[config.mk]
export PLATFORM = sky130hd
export DESIGN_NAME = integer_to_radix_ascii_unit_flat
export DESIGN_NICKNAME = d
export VERILOG_FILES = /design/src/hw/rtl/itra_pkg.sv /design/src/hw/rtl/itra_ifs.sv /design/src/hw/rtl/itra_front.sv /design/src/hw/rtl/itra_queue.sv /design/src/hw/rtl/itra_back.sv /design/src/hw/rtl/integer_to_radix_ascii_unit.sv /design/src/flat_wrapper.sv
export SDC_FILE = /design/constraint.sdc
export NUM_CORES = 1
export LEC_CHECK = 0
export BUFFER_PORTS_ARGS = -buffer_cell sky130_fd_sc_hd__buf_4
export CORE_ASPECT_RATIO = 0.9
export CORE_MARGIN = 4
export CORE_UTILIZATION = 55
export DETAILED_ROUTE_END_ITERATION = 7
export GPL_TIMING_DRIVEN = 0
export PLACE_DENSITY = 0.76
export SETUP_SLACK_MARGIN = 0.2
export SLEW_MARGIN = 25
export SYNTH_ARGS = -nofsm -noshare
export SYNTH_HDL_FRONTEND = slang
export SYNTH_SLANG_ARGS = --single-unit
[constraint.sdc]
create_clock -name clk -period 23.4 [get_ports clk]
set_input_delay 3.51 -clock clk [delete_from_list [all_inputs] [get_ports clk]]
set_output_delay 3.51 -clock clk [all_outputs]
set_load 0.01 [all_outputs]
[src/hw/rtl/itra_pkg.sv]
package itra_pkg;

  localparam int VALUE_WIDTH = 31;
  localparam int MAX_DIGITS = 31;

  localparam int RADIX_WIDTH = 6;
  localparam int CHAR_WIDTH = 7;
  localparam int DIGIT_WIDTH = 6;

  localparam int RADIX_RESET = 10;
  localparam int RADIX_MIN = 2;
  localparam int RADIX_MAX = 36;

  localparam int CHAR_DIGIT_BASE = 48;
  localparam int CHAR_LETTER_BASE = 87;
  localparam int LAST_DECIMAL_DIGIT = 9;

  localparam int CHUNK_BITS = 8;
  localparam int NUM_CHUNKS = (VALUE_WIDTH + CHUNK_BITS - 1) / CHUNK_BITS;
  localparam int PAD_WIDTH = NUM_CHUNKS * CHUNK_BITS;
  localparam int CHUNK_CNT_WIDTH = $clog2(NUM_CHUNKS + 1);

  localparam int COUNT_WIDTH = $clog2(MAX_DIGITS + 1);
  localparam int INDEX_WIDTH = $clog2(MAX_DIGITS);

  localparam int QUEUE_DEPTH = 2;
  localparam int QPTR_WIDTH = $clog2(QUEUE_DEPTH);
  localparam int QFILL_WIDTH = $clog2(QUEUE_DEPTH + 1);

  typedef struct packed {
    logic [VALUE_WIDTH-1:0] value;
    logic [RADIX_WIDTH-1:0] radix;
  } job_t;

  typedef struct packed {
    logic valid;
    logic ready;
  } qlink_t;

  typedef enum logic [1:0] {
    ST_IDLE,
    ST_DIVIDE,
    ST_EMIT
  } back_state_t;

  function automatic logic [CHAR_WIDTH-1:0] digit_to_ascii(input logic [DIGIT_WIDTH-1:0] d);
    logic [CHAR_WIDTH-1:0] base;
    if (d <= DIGIT_WIDTH'(LAST_DECIMAL_DIGIT)) begin
      base = CHAR_WIDTH'(CHAR_DIGIT_BASE);
    end else begin
      base = CHAR_WIDTH'(CHAR_LETTER_BASE);
    end
    return base + CHAR_WIDTH'(d);
  endfunction

endpackage

[src/hw/rtl/itra_ifs.sv]
interface itra_num_if;
  logic valid;
  logic ready;
  logic [itra_pkg::VALUE_WIDTH-1:0] value;

  modport source(output valid, output value, input ready);
  modport sink(input valid, input value, output ready);
endinterface

interface itra_char_if;
  logic valid;
  logic ready;
  logic [itra_pkg::CHAR_WIDTH-1:0] digit_char;
  logic last_char;

  modport source(output valid, output digit_char, output last_char, input ready);
  modport sink(input valid, input digit_char, input last_char, output ready);
endinterface

[src/hw/rtl/itra_front.sv]
module itra_front (
  input  logic                              clk,
  input  logic                              rst,
  input  logic                              cfg_we,
  input  logic [itra_pkg::RADIX_WIDTH-1:0]  cfg_wdata,
  itra_num_if.sink                          num,
  output itra_pkg::qlink_t                  push,
  input  logic                              push_ready,
  output itra_pkg::job_t                    job
);

  logic [itra_pkg::RADIX_WIDTH-1:0] radix;

  always_ff @(posedge clk) begin
    if (rst) begin
      radix <= itra_pkg::RADIX_WIDTH'(itra_pkg::RADIX_RESET);
    end else if (cfg_we) begin
      radix <= cfg_wdata;
    end
  end

  always_comb begin
    if (radix < itra_pkg::RADIX_WIDTH'(itra_pkg::RADIX_MIN)) begin
      job.radix = itra_pkg::RADIX_WIDTH'(itra_pkg::RADIX_MIN);
    end else if (radix > itra_pkg::RADIX_WIDTH'(itra_pkg::RADIX_MAX)) begin
      job.radix = itra_pkg::RADIX_WIDTH'(itra_pkg::RADIX_MAX);
    end else begin
      job.radix = radix;
    end
    job.value = num.value;
  end

  assign num.ready  = push_ready;
  assign push.valid = num.valid;
  assign push.ready = push_ready;

endmodule

[src/hw/rtl/itra_queue.sv]
module itra_queue (
  input  logic             clk,
  input  logic             rst,
  input  itra_pkg::qlink_t push,
  input  itra_pkg::job_t   push_job,
  output logic             push_ready,
  output logic             pop_valid,
  input  logic             pop,
  output itra_pkg::job_t   pop_job
);

  itra_pkg::job_t entries [itra_pkg::QUEUE_DEPTH];
  logic [itra_pkg::QPTR_WIDTH-1:0]  wr_ptr;
  logic [itra_pkg::QPTR_WIDTH-1:0]  rd_ptr;
  logic [itra_pkg::QFILL_WIDTH-1:0] fill;
  logic do_push;
  logic do_pop;

  assign push_ready = (fill != itra_pkg::QFILL_WIDTH'(itra_pkg::QUEUE_DEPTH));
  assign pop_valid  = (fill != '0);
  assign do_push    = push.valid && push.ready && push_ready;
  assign do_pop     = pop && pop_valid;
  assign pop_job    = entries[rd_ptr];

  always_ff @(posedge clk) begin
    if (do_push) begin
      entries[wr_ptr] <= push_job;
    end
  end

  always_ff @(posedge clk) begin
    if (rst) begin
      wr_ptr <= '0;
      rd_ptr <= '0;
      fill   <= '0;
    end else begin
      if (do_push) begin
        wr_ptr <= (wr_ptr == itra_pkg::QPTR_WIDTH'(itra_pkg::QUEUE_DEPTH - 1)) ? '0 : wr_ptr + 1'b1;
      end
      if (do_pop) begin
        rd_ptr <= (rd_ptr == itra_pkg::QPTR_WIDTH'(itra_pkg::QUEUE_DEPTH - 1)) ? '0 : rd_ptr + 1'b1;
      end
      if (do_push && !do_pop) begin
        fill <= fill + 1'b1;
      end else if (do_pop && !do_push) begin
        fill <= fill - 1'b1;
      end
    end
  end

endmodule

[src/hw/rtl/itra_back.sv]
module itra_back (
  input  logic           clk,
  input  logic           rst,
  input  logic           job_valid,
  output logic           job_pop,
  input  itra_pkg::job_t job,
  itra_char_if.source    chars
);

  itra_pkg::back_state_t state;
  itra_pkg::back_state_t state_next;

  logic [itra_pkg::DIGIT_WIDTH-1:0]     store [itra_pkg::MAX_DIGITS];
  logic [itra_pkg::PAD_WIDTH-1:0]       work;
  logic [itra_pkg::PAD_WIDTH-1:0]       work_next;
  logic [itra_pkg::DIGIT_WIDTH-1:0]     rem;
  logic [itra_pkg::DIGIT_WIDTH-1:0]     rem_next;
  logic [itra_pkg::RADIX_WIDTH-1:0]     radix;
  logic [itra_pkg::CHUNK_CNT_WIDTH-1:0] chunk;
  logic [itra_pkg::COUNT_WIDTH-1:0]     count;
  logic [itra_pkg::INDEX_WIDTH-1:0]     idx;
  logic [itra_pkg::CHUNK_BITS-1:0]      qbits;
  logic [itra_pkg::DIGIT_WIDTH:0]       trial;
  logic                                 out_valid;
  logic [itra_pkg::CHAR_WIDTH-1:0]      out_char;
  logic                                 out_last;
  logic                                 chunk_last;
  logic                                 digits_done;
  logic                                 load_out;

  // Eight restoring steps per cycle; the remainder stays below the radix throughout.
  always_comb begin
    rem_next = rem;
    qbits    = '0;
    trial    = '0;
    for (int i = itra_pkg::CHUNK_BITS - 1; i >= 0; i--) begin
      trial = {rem_next, work[itra_pkg::PAD_WIDTH - itra_pkg::CHUNK_BITS + i]};
      if (trial >= {1'b0, radix}) begin
        trial    = trial - {1'b0, radix};
        qbits[i] = 1'b1;
      end
      rem_next = trial[itra_pkg::DIGIT_WIDTH-1:0];
    end
    work_next = (work << itra_pkg::CHUNK_BITS) | itra_pkg::PAD_WIDTH'(qbits);
  end

  assign chunk_last  = (chunk == itra_pkg::CHUNK_CNT_WIDTH'(itra_pkg::NUM_CHUNKS - 1));
  assign digits_done = (work_next == '0) ||
                       (count == itra_pkg::COUNT_WIDTH'(itra_pkg::MAX_DIGITS - 1));
  assign load_out    = !out_valid || chars.ready;

  always_comb begin
    state_next = state;
    job_pop    = 1'b0;
    unique case (state)
      itra_pkg::ST_IDLE: begin
        if (job_valid) begin
          job_pop    = 1'b1;
          state_next = itra_pkg::ST_DIVIDE;
        end
      end
      itra_pkg::ST_DIVIDE: begin
        if (chunk_last && digits_done) begin
          state_next = itra_pkg::ST_EMIT;
        end
      end
      itra_pkg::ST_EMIT: begin
        if (load_out && idx == '0) begin
          state_next = itra_pkg::ST_IDLE;
        end
      end
      default: state_next = itra_pkg::ST_IDLE;
    endcase
  end

  always_ff @(posedge clk) begin
    if (rst) begin
      state <= itra_pkg::ST_IDLE;
    end else begin
      state <= state_next;
    end
  end

  always_ff @(posedge clk) begin
    if (state == itra_pkg::ST_DIVIDE && chunk_last) begin
      store[count[itra_pkg::INDEX_WIDTH-1:0]] <= rem_next;
    end
  end

  always_ff @(posedge clk) begin
    if (rst) begin
      chunk     <= '0;
      count     <= '0;
      idx       <= '0;
      out_valid <= 1'b0;
    end else begin
      if (state == itra_pkg::ST_IDLE && job_valid) begin
        chunk <= '0;
        count <= '0;
      end else if (state == itra_pkg::ST_DIVIDE) begin
        if (chunk_last) begin
          chunk <= '0;
          count <= count + 1'b1;
          idx   <= count[itra_pkg::INDEX_WIDTH-1:0];
        end else begin
          chunk <= chunk + 1'b1;
        end
      end
      if (state == itra_pkg::ST_EMIT && load_out) begin
        out_valid <= 1'b1;
        if (idx != '0) begin
          idx <= idx - 1'b1;
        end
      end else if (chars.ready) begin
        out_valid <= 1'b0;
      end
    end
  end

  always_ff @(posedge clk) begin
    if (state == itra_pkg::ST_IDLE && job_valid) begin
      work  <= itra_pkg::PAD_WIDTH'(job.value);
      radix <= job.radix;
      rem   <= '0;
    end else if (state == itra_pkg::ST_DIVIDE) begin
      work <= work_next;
      rem  <= chunk_last ? '0 : rem_next;
    end
    if (state == itra_pkg::ST_EMIT && load_out) begin
      out_char <= itra_pkg::digit_to_ascii(store[idx]);
      out_last <= (idx == '0);
    end
  end

  assign chars.valid      = out_valid;
  assign chars.digit_char = out_char;
  assign chars.last_char  = out_last;

  a_rem_below_radix: assert property (@(posedge clk) disable iff (rst)
    state == itra_pkg::ST_DIVIDE |-> rem < radix)
    else $error("remainder not below radix during division");

  a_count_bounded: assert property (@(posedge clk) disable iff (rst)
    count <= itra_pkg::COUNT_WIDTH'(itra_pkg::MAX_DIGITS))
    else $error("digit count beyond capacity");

  a_emit_index_valid: assert property (@(posedge clk) disable iff (rst)
    state == itra_pkg::ST_EMIT |-> itra_pkg::COUNT_WIDTH'(idx) < count)
    else $error("emit index outside the stored digits");

  a_emit_ends_idle: assert property (@(posedge clk) disable iff (rst)
    (state == itra_pkg::ST_EMIT && load_out && idx == '0) |=>
      (state == itra_pkg::ST_IDLE && out_valid && out_last))
    else $error("final character not flagged at end of request");

endmodule

[src/hw/rtl/integer_to_radix_ascii_unit.sv]
// Channel  Direction  Payload                        Accepted when
// num      in         value[30:0]                    num.valid && num.ready
// chars    out        digit_char[6:0], last_char     chars.valid && chars.ready
// cfg      in         cfg_wdata[5:0] (radix)         cfg_we
//
// The divider produces eight quotient bits per cycle while it works on a digit.
// A request is loaded from the queue, divided digit by digit, and then sent out one
// character at a time, most significant digit first.
// A two-entry queue lets new requests be taken while the back end works.
// Reset sets the radix to ten and empties the queue and the output register.
// A stall on chars holds the current character; the queue fills behind it.
module integer_to_radix_ascii_unit (
  input  logic                             clk,
  input  logic                             rst,
  input  logic                             cfg_we,
  input  logic [itra_pkg::RADIX_WIDTH-1:0] cfg_wdata,
  itra_num_if.sink                         num,
  itra_char_if.source                      chars
);

  itra_pkg::qlink_t push;
  itra_pkg::job_t   push_job;
  itra_pkg::job_t   pop_job;
  logic             push_ready;
  logic             pop_valid;
  logic             pop;

  itra_front u_front (
    .clk        (clk),
    .rst        (rst),
    .cfg_we     (cfg_we),
    .cfg_wdata  (cfg_wdata),
    .num        (num),
    .push       (push),
    .push_ready (push_ready),
    .job        (push_job)
  );

  itra_queue u_queue (
    .clk        (clk),
    .rst        (rst),
    .push       (push),
    .push_job   (push_job),
    .push_ready (push_ready),
    .pop_valid  (pop_valid),
    .pop        (pop),
    .pop_job    (pop_job)
  );

  itra_back u_back (
    .clk       (clk),
    .rst       (rst),
    .job_valid (pop_valid),
    .job_pop   (pop),
    .job       (pop_job),
    .chars     (chars)
  );

endmodule

[src/flat_wrapper.sv]
// flat-port wrapper written by rule: the top's interface ports become plain ports
module integer_to_radix_ascii_unit_flat 
  (clk, rst, cfg_we, cfg_wdata, num_valid, num_value, num_ready, chars_valid, chars_digit_char, chars_last_char, chars_ready);
  itra_num_if num_i ();
  itra_char_if chars_i ();
  input  logic clk;
  input  logic rst;
  input  logic cfg_we;
  input  logic [itra_pkg::RADIX_WIDTH-1:0] cfg_wdata;
  input wire logic [$bits(num_i.valid)-1:0] num_valid;
  input wire logic [$bits(num_i.value)-1:0] num_value;
  output wire logic [$bits(num_i.ready)-1:0] num_ready;
  output wire logic [$bits(chars_i.valid)-1:0] chars_valid;
  output wire logic [$bits(chars_i.digit_char)-1:0] chars_digit_char;
  output wire logic [$bits(chars_i.last_char)-1:0] chars_last_char;
  input wire logic [$bits(chars_i.ready)-1:0] chars_ready;
  assign num_i.valid = num_valid;
  assign num_i.value = num_value;
  assign num_ready = num_i.ready;
  assign chars_valid = chars_i.valid;
  assign chars_digit_char = chars_i.digit_char;
  assign chars_last_char = chars_i.last_char;
  assign chars_i.ready = chars_ready;
  integer_to_radix_ascii_unit u_core (.clk(clk), .rst(rst), .cfg_we(cfg_we), .cfg_wdata(cfg_wdata), .num(num_i), .chars(chars_i));
endmodule
### Word-level counts from Yosys, hierarchy flattened

Memories as Yosys holds them, arrays and structs flattened. A register that Yosys moved wholly into a read port is not among the register bits.
Index checks and enable logic that the tools add are counted.

* memory bits (writable): 260
* bits in registers: 78
* memories kept: 2

* add/sub/neg operators: 16
* order comparisons: 11
* multiplexer cells: 48
* equality and inequality tests: 8
* reductions and logical operators: 26
* bitwise logic cells: 1

Memory list
* u_core.u_back.store: words 31, bits a word 6, read ports 1, clocked after memory_dff 1, write ports 1, RTL line itra_back.sv:13 `logic [itra_pkg::DIGIT_WIDTH-1:0] store [itra_pkg::MAX_DIGITS];`
* u_core.u_queue.entries: words 2, bits a word 37, read ports 1, clocked after memory_dff 1, write ports 1, RTL line itra_queue.sv:12 `itra_pkg::job_t entries [itra_pkg::QUEUE_DEPTH];`

Operator list (number)
* 6-bit two-way mux: 11
* 31-bit two-way mux: 2
* 7-bit by 6-bit greater-or-equal comparator with 1-bit output: 8
* 6-bit subtractor: 8
* 32-bit zero test: 1
* 32-bit by 8-bit OR with 32-bit output: 1
* 5-bit two-way mux: 6
* 1-bit two-way mux: 20
* 7-bit two-way mux: 2
* 1-bit logical AND: 10
* 2-bit two-way mux: 5
* 2-bit != test (second input constant): 4
* 2-bit nonzero test: 4
* 7-bit by 6-bit adder with 7-bit output: 1
* 6-bit greater-than comparator (second input constant): 1
* 6-bit by 4-bit less-or-equal comparator with 1-bit output (second input constant): 1
* 6-bit by 2-bit < comparator with 1-bit output (second input constant): 1
* 2-bit case mux with 3 select lines: 1
* 5-bit by 1-bit adder with 5-bit output (second input constant): 1
* 5-bit == test (second input constant): 1
* 5-bit zero test: 1
* 5-bit nonzero test: 1
* 5-bit by 1-bit subtractor with 5-bit output (second input constant): 1
* 3-bit by 1-bit adder with 3-bit output (second input constant): 1
* other kinds (13): 17

### Logic depth before layout (Yosys ltp)

Gate-level depths: netlist of run 1.

* depth in word-level cells: 22
* depth in mapped cells: 79
* mapped depth without buffers: 77

### Modules after synthesis

Synthesis of run 1 repeated with hierarchy kept, for this count alone.

* cells, all modules: 1157
* area, all modules: 16393.2 µm²

Modules (own cells, without submodules)
* itra_back: instances 1, sequential area each 7397.1 µm², area each 12941.2 µm², cells each 953
* itra_queue: instances 1, sequential area each 2322.2 µm², area each 2897.8 µm², cells each 140
* itra_front: instances 1, sequential area each 120.1 µm², area each 554.3 µm², cells each 64

### Least setup slack after synthesis of run 1

OpenSTA, ideal clock, no wires.

* path type: register -> register
* start: register u_core.u_back.radix[1] in the netlist's numbering
* end: memory u_core.u_back.store[0][0] in the netlist's numbering (data pin)
* clock period less this slack: 16188 ps
* buffers on the path: 2
* stages on the path, launching flop included: 74
* data arrival time: 15802 ps
* slack: 7212 ps
* required time: 23013 ps
* path through: edfxtp_1 inv_1 ha_1 nor2_1 a21boi_1 o21ai_2 mux2_2 inv_1 ha_1 nor2b_1 o31a_1 o31a_1 a211o_1 nor2_2 o21ai_0 ha_1 nor3_1 nor2_1 [38 not listed] o21ai_0 nand2b_1 a21o_1 a21o_1 a211oi_1 o21ai_1 or3_1 buf_4 mux2i_1 ha_1 a21o_1 a21o_1 a21o_1 a21o_1 a31o_2 a21oi_1 o211ai_4 mux2i_1

* word-level cells in the longest chain between the ends: 16

RTL lines
* start, declared: RTL line itra_back.sv:18 `logic [itra_pkg::RADIX_WIDTH-1:0] radix;`
* start signal, assigned: RTL line itra_back.sv:123 `radix <= job.radix;`
* 6-bit subtractor or 7-bit by 6-bit greater-or-equal comparator with 1-bit output (tied branches): RTL line itra_back.sv:39, itra_back.sv:38
* 6-bit two-way mux: RTL line itra_back.sv:38 `if (trial >= {1'b0, radix}) begin`
* 6-bit subtractor or 7-bit by 6-bit greater-or-equal comparator with 1-bit output (tied branches): RTL line itra_back.sv:39, itra_back.sv:38
* 6-bit two-way mux: RTL line itra_back.sv:38
* 6-bit subtractor or 7-bit by 6-bit greater-or-equal comparator with 1-bit output (tied branches): RTL line itra_back.sv:39, itra_back.sv:38
* 6-bit two-way mux: RTL line itra_back.sv:38
* 6-bit subtractor or 7-bit by 6-bit greater-or-equal comparator with 1-bit output (tied branches): RTL line itra_back.sv:39, itra_back.sv:38
* 6-bit two-way mux: RTL line itra_back.sv:38
* 6-bit subtractor or 7-bit by 6-bit greater-or-equal comparator with 1-bit output (tied branches): RTL line itra_back.sv:39, itra_back.sv:38
* 6-bit two-way mux: RTL line itra_back.sv:38
* 7-bit by 6-bit greater-or-equal comparator with 1-bit output or 6-bit subtractor (tied branches): RTL line itra_back.sv:38, itra_back.sv:39
* 6-bit two-way mux: RTL line itra_back.sv:38
* 6-bit subtractor or 7-bit by 6-bit greater-or-equal comparator with 1-bit output (tied branches): RTL line itra_back.sv:39, itra_back.sv:38
* 6-bit two-way mux: RTL line itra_back.sv:38
* 7-bit by 6-bit greater-or-equal comparator with 1-bit output *: RTL line itra_back.sv:38
* 6-bit two-way mux *: RTL line itra_back.sv:38
* named net u_core.u_back.trial, one bit: RTL line itra_back.sv:23 `logic [itra_pkg::DIGIT_WIDTH:0] trial;`
* end, declared: RTL line itra_back.sv:13

The timed path passes the listed nets; every way through them passes the cells marked *.

### Worst setup path after layout of run 1

* start: register u_core.u_back.radix[1] in the netlist's numbering
* end: memory u_core.u_back.store[25][4] in the netlist's numbering (data pin)

* word-level cells in the longest chain between the ends: 16

RTL lines (RTL line)
* 6-bit subtractor or 7-bit by 6-bit greater-or-equal comparator with 1-bit output (tied branches): itra_back.sv:39, itra_back.sv:38
* 6-bit two-way mux: itra_back.sv:38
* 6-bit subtractor or 7-bit by 6-bit greater-or-equal comparator with 1-bit output (tied branches): itra_back.sv:39, itra_back.sv:38
* 6-bit two-way mux: itra_back.sv:38
* 6-bit subtractor or 7-bit by 6-bit greater-or-equal comparator with 1-bit output (tied branches): itra_back.sv:39, itra_back.sv:38
* 6-bit two-way mux: itra_back.sv:38
* 6-bit subtractor or 7-bit by 6-bit greater-or-equal comparator with 1-bit output (tied branches): itra_back.sv:39, itra_back.sv:38
* 6-bit two-way mux: itra_back.sv:38
* 6-bit subtractor or 7-bit by 6-bit greater-or-equal comparator with 1-bit output (tied branches): itra_back.sv:39, itra_back.sv:38
* 6-bit two-way mux: itra_back.sv:38
* 7-bit by 6-bit greater-or-equal comparator with 1-bit output or 6-bit subtractor (tied branches): itra_back.sv:38, itra_back.sv:39
* 6-bit two-way mux: itra_back.sv:38
* 6-bit subtractor or 7-bit by 6-bit greater-or-equal comparator with 1-bit output (tied branches): itra_back.sv:39, itra_back.sv:38
* 6-bit two-way mux: itra_back.sv:38
* 6-bit subtractor or 7-bit by 6-bit greater-or-equal comparator with 1-bit output (tied branches): itra_back.sv:39, itra_back.sv:38
* 6-bit two-way mux *: itra_back.sv:38
* named net u_core.u_back.trial, one bit: itra_back.sv:23

Marked as above.

==> summary.md, run 1 <==
| Metric | Value |
|---|---|
| Chip width | 188.5 um |
| Source of the worst hold timing path | u_core.u_back.chunk[2] |
| Sinks on the clock net | 339 |
| Half-perimeter wire length after placement | 24490 um |
| Logic depth of the worst register-to-register path | 73 |
| Flop and latch count out of synthesis | 339 |
| Post-CTS resize count | 0 |
| Layout cells sized above 1 | 17.09% |
| Largest net degree at the start of global routing | 33 |
| Instance count along the most critical hold path | 2 |
| Global-route wire length before repair | 56520 um |
| Maximum clock rate | 52.27 MHz |
| Via count of the first global-routing pass | 9914 |
| Count of maximum capacitance violations | 0 |
| Final antenna-violating net count | 0 |
| Transition time of the tightest slew-check pin | 0.9778 ns |
| Routed WL per cell | 22.19 um |
| Reg2reg setup slack | 4.27 ns |
| Post-synthesis to final-layout area growth | 12.65% |
| Max_slew headroom | 34.81% |
| TritonRoute pass-1 iters | 6 |
| Sum Neg Setup Slack | 0 ns |
| Worst Setup Slack, final | 4.268 ns |
| Compound-cell area share of the yosys netlist | 8.489% |
| Unrepaired setup endpoints after global routing | no |
| Starting utilization of the core area | 55.72% |
| Number of I/O pins | 52 |
| Status | finished clean |
| Setup Slack @ Placement | 4.692 ns |
| Number of enable flip-flop cells after synthesis | 305 |
| Post-synthesis instance total | 1122 |
| Crit-path max FO | 32 |
| Proportion of synthesized chip area in sequential cells | 61.02% |
| # Post-CTS Setup Buffers | 0 |
| Library cell contributing the largest single delay on the critical path | edfxtp_1 |
| Routed via count | 9918 |
| Dominant synthesized flop cell | edfxtp_1 |
| Cell area reported after detailed placement | 0.01707 mm^2 |
| Floorplan die area | 0.03212 mm^2 |
| Async set or reset register ratio after synthesis | 0% |
| Yosys cell types | 78 |
| Sum of overflow across all layers after global routing | 0 |
| Cell with the most instances on the worst path | ha_1 |
| Reg-to-Reg Start | u_core.u_back.radix[1] |
| Number of buffers inserted by hold repair at cts | 0 |
| Global-route usage over all layers | 22.83% |
| Area share of fa/ha/maj cells after synthesis | 5.758% |
| Worst-case clock buffer depth | 3 |
| Final layout net count | 1320 |
| Longest individual stage delay on the worst path | 0.74 ns |
| DRC violation count after routing | 0 |
| Clock root buffer | clkbuf_16 |
| Drt via density | 6.081 |
| Dominant combinational cell family by area after synthesis | multiplexers |
| Finish-stage setup viols | 0 |
| Arrival time of the worst setup path | 19.34 ns |
| Type of the most critical hold path | reg -> reg |
| Post-layout instance area | 0.01816 mm^2 |
| Number of DRC violations after detailed-routing iteration 0 | 1225 |
| Critical path class | reg -> reg |
| Clock slew at reported path FFs | 0.06 ns |
| Min cycle time layout | 19.13 ns |
| Skew final | 0.02509 ns |
| Row count | 59 |
| Worst Hold Path EP | u_core.u_back.chunk[2] |
| Number of warnings issued by yosys | 0 |
| Final RePlAce weighted congestion | 0.8951 |
| Simple-Gate Fraction of Synth Area | 7.907% |
| Final wirelength | 36200 um |
| Port-buffer cells | 49 |
| Endpoint of the worst-slack reg-to-reg timing path | u_core.u_back.store[25][4] |
| Ratio of final minimum period to clock period | 81.76% |
| Antenna violations before repair | 0 |
| Post-synthesis mux area share | 13.17% |
| TritonCTS clock tree | done |
| Post-Synth XOR/XNOR Area | 1.793% |
| Data required time at the worst endpoint | 23.60 ns |
| Avg Synthesized Cell Area | 14.37 um^2 |
| Netlist area before placement | 0.01612 mm^2 |
| Final number of max-transition violations | 0 |
| Number of nets produced by synthesis | 1232 |
| Worst Setup Start Kind | flop |
| Antenna diodes | 0 |
| Nature of the critical path endpoint | flop |
| # fillers | 2115 |
| Final Hold Vio Count | 0 |
| H-tree level count | 2 |
| Core Box Area | 0.02894 mm^2 |
| TritonCTS buffer count | 34 |
| Die height | 170.4 um |
| Clock Latency Late Sink | 0.52 ns |
cells in the mapped netlist (all sizes together), types with 4 or more instances:
cell / count / area share (%)
mux4: 54 / 7.5
a21oi: 63 / 2.0
nor4: 10 / 0.50
nand2b: 16 / 0.62
nor2b: 16 / 0.62
mux2: 28 / 2.0
a22o: 6 / 0.33
o31ai: 5 / 0.26
a21o: 15 / 0.70
a21boi: 5 / 0.23
clkbuf: 30 / 0.70
nand4: 4 / 0.16
dfxtp: 34 / 4.2
nor2: 112 / 2.6
nand3: 9 / 0.28
ha: 59 / 4.6
edfxtp: 305 / 57
o21ai: 40 / 1.3
xnor2: 12 / 0.65
nor3: 18 / 0.56
nand2: 48 / 1.1
and3: 6 / 0.23
a211o: 4 / 0.22
buf: 9 / 0.23
xor2: 21 / 1.1
o211ai: 6 / 0.43
fa: 9 / 1.1
inv: 40 / 0.93
a211oi: 9 / 0.48
mux2i: 58 / 3.6
o21a: 13 / 0.66
o211a: 5 / 0.31
or3: 6 / 0.23
flip-flops by register name (all words and copies together) (netlist names), named ones only:
| name | cells |
|---|---|
| u_core.u_back.chunk | 3 |
| u_core.u_queue.wr_ptr | 1 |
| u_core.u_front.radix | 6 |
| u_core.u_queue.entries | 74 |
| u_core.u_back.radix | 6 |
| u_core.u_back.idx | 5 |
| u_core.u_back.state | 2 |
| u_core.u_queue.fill | 2 |
| u_core.u_back.work | 32 |
| u_core.u_queue.rd_ptr | 1 |
| u_core.u_back.chars.last_char | 1 |
| u_core.u_back.chars.digit_char | 7 |
| u_core.u_back.count | 5 |
| u_core.u_back.rem | 6 |
| u_core.u_back.store | 186 |
| u_core.u_back.chars.valid | 1 |
stage by stage:
stage                     hold WS, ns  utilization, %  cells
after CTS                      0.4537           62.75   1631
after detailed placement       0.4428           58.99   1570
after global placement         0.4345           58.70   1567
final                          0.4515           62.77   1631
after floorplan                0.4225               -   1122
after global routing           0.4848           62.77   1631
worst max-delay path by stage:
stage / start / depth (start not counted) / slack, ns / to
after detailed placement: u_core.u_back.radix[1] / 75 / 4.69 / u_core.u_back.store[30][5]
after CTS: u_core.u_back.radix[1] / 74 / 4.56 / u_core.u_back.store[3][5]
after global routing: u_core.u_back.radix[1] / 76 / 2.82 / u_core.u_back.store[25][4]
after floorplan: u_core.u_back.radix[1] / 73 / 7.21 / u_core.u_back.store[0][0]
final: u_core.u_back.radix[1] / 73 / 4.27 / u_core.u_back.store[25][4]
after global placement: u_core.u_back.radix[1] / 76 / 3.63 / u_core.u_back.store[18][0]
cells in the final DEF (no fill, tap or decap), types with 4 or more instances in the layout:
cell	synthesis	layout
edfxtp_1	305	305
nor2_1	111	110
a21oi_1	63	63
ha_1	59	59
mux2i_1	58	57
mux4_2	54	54
buf_4	1	50
nand2_1	48	48
inv_1	40	39
clkbuf_1	30	39
clkbuf_16	0	37
o21ai_0	35	35
dfxtp_1	34	34
mux2_2	24	24
xor2_1	21	21
nor3_1	18	18
nand2b_1	16	16
a21o_1	15	15
nor2b_1	16	15
xnor2_1	12	12
o21a_1	11	11
nand3_1	9	9
fa_1	9	9
buf_1	8	7
a211oi_1	7	7
nor4_1	7	7
or3_1	6	6
a22o_1	6	6
clkinv_1	0	6
and3_1	6	5
o211a_1	5	5
o31ai_1	4	4
nand4_1	4	4
a211o_1	4	4
a21boi_0	4	4
cell type report:
class / count / area, um^2 / area share [%]
Buffer: 39 / 152.6 / 0.8404
Clock buffer: 49 / 991.0 / 5.456
Clock inverter: 12 / 96.34 / 0.5304
Inverter: 40 / 150.1 / 0.8266
Multi-Input combinational cell: 704 / 6008 / 33.08
Sequential cell: 339 / 9839 / 54.17
Tap cell: 396 / 495.5 / 2.728
Timing Repair Buffer: 52 / 430.4 / 2.370
per-layer routing:
layer | vias up | share of wire (%) | wire, um | GRT usage (%)
li1 | 4508 | - | - | -
met1 | 4898 | 43 | 15390 | 32.90
met2 | 454 | 46 | 16680 | 35.50
met3 | 58 | 9.4 | 3392 | 5.619
met4 | 0 | 2.0 | 739 | 5.955
met5 | - | 0 | 0 | 0
logic make-up after synthesis:
| family | Yosys count |
|---|---|
| xor gates and xnor gates | 33 |
| adders and majority gates | 69 |
| DFF | 339 |
| and+or+nand+nor | 264 |
| buffers and inverters | 79 |
| muxes | 140 |
| AOI/OAI and AO/OA | 198 |
worst max-delay path: cells and delay by family (launching register included):
kind | cells | cell delay, ns
AOI/OAI and AO/OA | 40 | 9.93
adders and majority gates | 8 | 2.45
buffers and inverters | 6 | 1.22
DFF | 1 | 0.74
muxes | 4 | 1.76
and+or+nand+nor | 15 | 2.69
Power of run 1 is not shown: default switching activity piles up to over one toggle a cycle in this logic, so the estimate is an artifact.
==> inputs of run 2 (changes only) <==
==> constraint.sdc (replaced) <==
create_clock -name clk -period 17.8 [get_ports clk]
set_input_delay 2.67 -clock clk [delete_from_list [all_inputs] [get_ports clk]]
set_output_delay 2.67 -clock clk [all_outputs]
set_load 0.01 [all_outputs]
==> run 2 against run 1 <==
Net effect:
- cell count rose by 2.3%
- flip-flop and latch count is the same
- sequential share of layout area down 1.8 points
- worst hold slack better by 0.0088 ns
- core utilization increased by 2.2 points
- die area unchanged
==> summary.md, run 2 (same netlist as run 1, synthesis figures left out) <==
| Metric | Value |
|---|---|
| Status | finished clean (unchanged) |
| Critical path class | reg -> reg (unchanged) |
| Final wirelength | 38730 um (was 36200 um) |
| Sum Neg Setup Slack | 0 ns (unchanged) |
| TritonCTS clock tree | done (unchanged) |
| Final antenna-violating net count | 0 (unchanged) |
| Number of standard cells in the layout, taps in and fillers out | 1669 (was 1631) |
| TritonRoute pass-1 iters | 6 (unchanged) |
| Routed WL per cell | 23.20 um (was 22.19 um) |
| Maximum clock rate | 59.00 MHz (was 52.27 MHz) |
| Row count | 59 (unchanged) |
| Port-buffer cells | 49 (unchanged) |
| Min cycle time layout | 16.95 ns (was 19.13 ns) |
| Hold Slack | 0.4603 ns (was 0.4515 ns) |
| Data required time at the worst endpoint | 18.19 ns (was 23.60 ns) |
| Logic depth of the worst register-to-register path | 75 (was 73) |
| Arrival time of the worst setup path | 17.34 ns (was 19.34 ns) |
| H-tree level count | 2 (unchanged) |
| Crit-path max FO | 17 (was 32) |
| Cell with the most instances on the worst path | ha_1 (unchanged) |
| Number of I/O pins | 52 (unchanged) |
| Cell count after placement | 1570 (unchanged) |
| Chip width | 188.5 um (unchanged) |
| Half-perimeter wire length after placement | 24490 um (unchanged) |
| Antenna violations before repair | 0 (unchanged) |
| Number of DRC violations after detailed-routing iteration 0 | 1226 (was 1225) |
| Longest individual stage delay on the worst path | 0.57 ns (was 0.74 ns) |
| Starting utilization of the core area | 55.72% (unchanged) |
| Worst-case clock buffer depth | 3 (unchanged) |
| Drt via density | 6.134 (was 6.081) |
| Ratio of final minimum period to clock period | 95.22% (was 81.76%) |
| Most common library cell in the layout ignoring fill and taps | edfxtp_1 (unchanged) |
| Count of maximum capacitance violations | 0 (unchanged) |
| Transition time of the tightest slew-check pin | 1.020 ns (was 0.9778 ns) |
| Core Box Area | 0.02894 mm^2 (unchanged) |
| Finish-stage setup viols | 0 (unchanged) |
| Sinks on the clock net | 339 (unchanged) |
| Clock slew at reported path FFs | 0.06 ns (about the same) |
| Largest net degree at the start of global routing | 32 (was 33) |
| Unrepaired setup endpoints after global routing | no (unchanged) |
| Sum of overflow across all layers after global routing | 0 (unchanged) |
| Core Util, Final | 64.98% (was 62.77%) |
| Clock root buffer | clkbuf_16 (unchanged) |
| Final RePlAce weighted congestion | 0.8951 (unchanged) |
| Final layout net count | 1358 (was 1320) |
| Final Hold Vio Count | 0 (unchanged) |
| TritonCTS buffer count | 34 (unchanged) |
| Clock Latency Late Sink | 0.52 ns (about the same) |
| Post-synthesis to final-layout area growth | 16.61% (was 12.65%) |
| Skew final | 0.02446 ns (was 0.02509 ns) |
| Via count of the first global-routing pass | 10.09k (was 9914) |
| Max_slew headroom | 32.00% (was 34.81%) |
| Final number of max-transition violations | 0 (unchanged) |
| Worst Setup Start Kind | flop (unchanged) |
| Die height | 170.4 um (unchanged) |
| DRC violation count after routing | 0 (unchanged) |
| Routed via count | 10.24k (was 9918) |
| Nature of the critical path endpoint | flop (unchanged) |
| Number of flip-flops in the largest register | 186 (unchanged) |
| Commonest cells after routing, fill and taps aside | edfxtp_1 (305), nor2_1 (107), buf_4 (75) (was edfxtp_1 (305), nor2_1 (110), a21oi_1 (63)) |
| Type of the most critical hold path | reg -> reg (unchanged) |
| Number of buffers inserted by hold repair at cts | 0 (unchanged) |
| Library cell contributing the largest single delay on the critical path | or4b_4 (was edfxtp_1) |
| Global-route wire length before repair | 58480 um (was 56520 um) |
| Global-route usage over all layers | 23.81% (was 22.83%) |
| Floorplan die area | 0.03212 mm^2 (unchanged) |
| Antenna diodes | 0 (unchanged) |
| Instance count along the most critical hold path | 2 (unchanged) |
| Layout cells sized above 1 | 21.92% (was 17.09%) |
[run 2: cell count changes in the layout (fill, tap and decap cells not counted), moves of 4 or more]
| cell | before | now |
|---|---|---|
| inv_1 | 39 | 34 |
| buf_4 | 50 | 75 |
| o21ai_0 | 35 | 31 |
| clkinvlp_4 | 0 | 5 |
| mux2_4 | 3 | 12 |
[run 2: path summary, 6_finish.rpt]
path / slack [ns] / endpoint / startpoint
setup reg to reg: 0.85 / u_core.u_back.rem[1] / u_core.u_back.radix[2]
hold reg to reg: 0.46 / u_core.u_back.chunk[2] / u_core.u_back.chunk[2]
hold / removal: 0.46 / u_core.u_back.chunk[2] / u_core.u_back.chunk[2]
setup / recovery: 0.85 / u_core.u_back.rem[1] / u_core.u_back.radix[2]
[run 2: final cells by class]
cell class              count  area, um^2
fillers                  2045       10130
well taps                 396       495.5
plain buffers              39       160.2
clock buffers              49       991.0
inverters                  40       168.9
repair buffers             80       678.2
multi-input cells         714        6374
clock inverters            12       96.34
flip-flops and latches    339        9839
[run 2: per-stage QoR]
stage               setup WS, ns  area [um^2]
floorplan                  1.612        16120
CTS                       0.2512        18420
global route             0.04637        18800
finish                    0.8500        18800
detailed placement       -0.9078        17070
global placement          -1.966        16990
[run 2: routing by layer]
layer  GRT usage [%]  up-vias  routed length (um)
met5               0        -                   0
met4           6.937        0                1090
met3           6.788       87                4253
met2           37.52      550               17810
met1           32.90     5003               15570
li1                -     4597                   -
[run 2: what timing repair did]
action,4_1_cts,5_1_grt
setup buffers,8,20
endpoints found under the hold margin,0,0
resized for setup,27,36
cloned,5,5
pin swaps,0,14
endpoints found under the setup margin,195,195
[run 2: critical path, delay by kind of cell, from the launching register on]
kind                       cells  cell delay, ns
AOI/OAI and AO/OA             39            8.58
and+or+nand+nor               16            2.80
adders and majority gates      8            2.53
muxes                          4            1.32
buffers and inverters          8            1.16
DFF                            1            0.42
Power of run 2 is left out for the same reason.
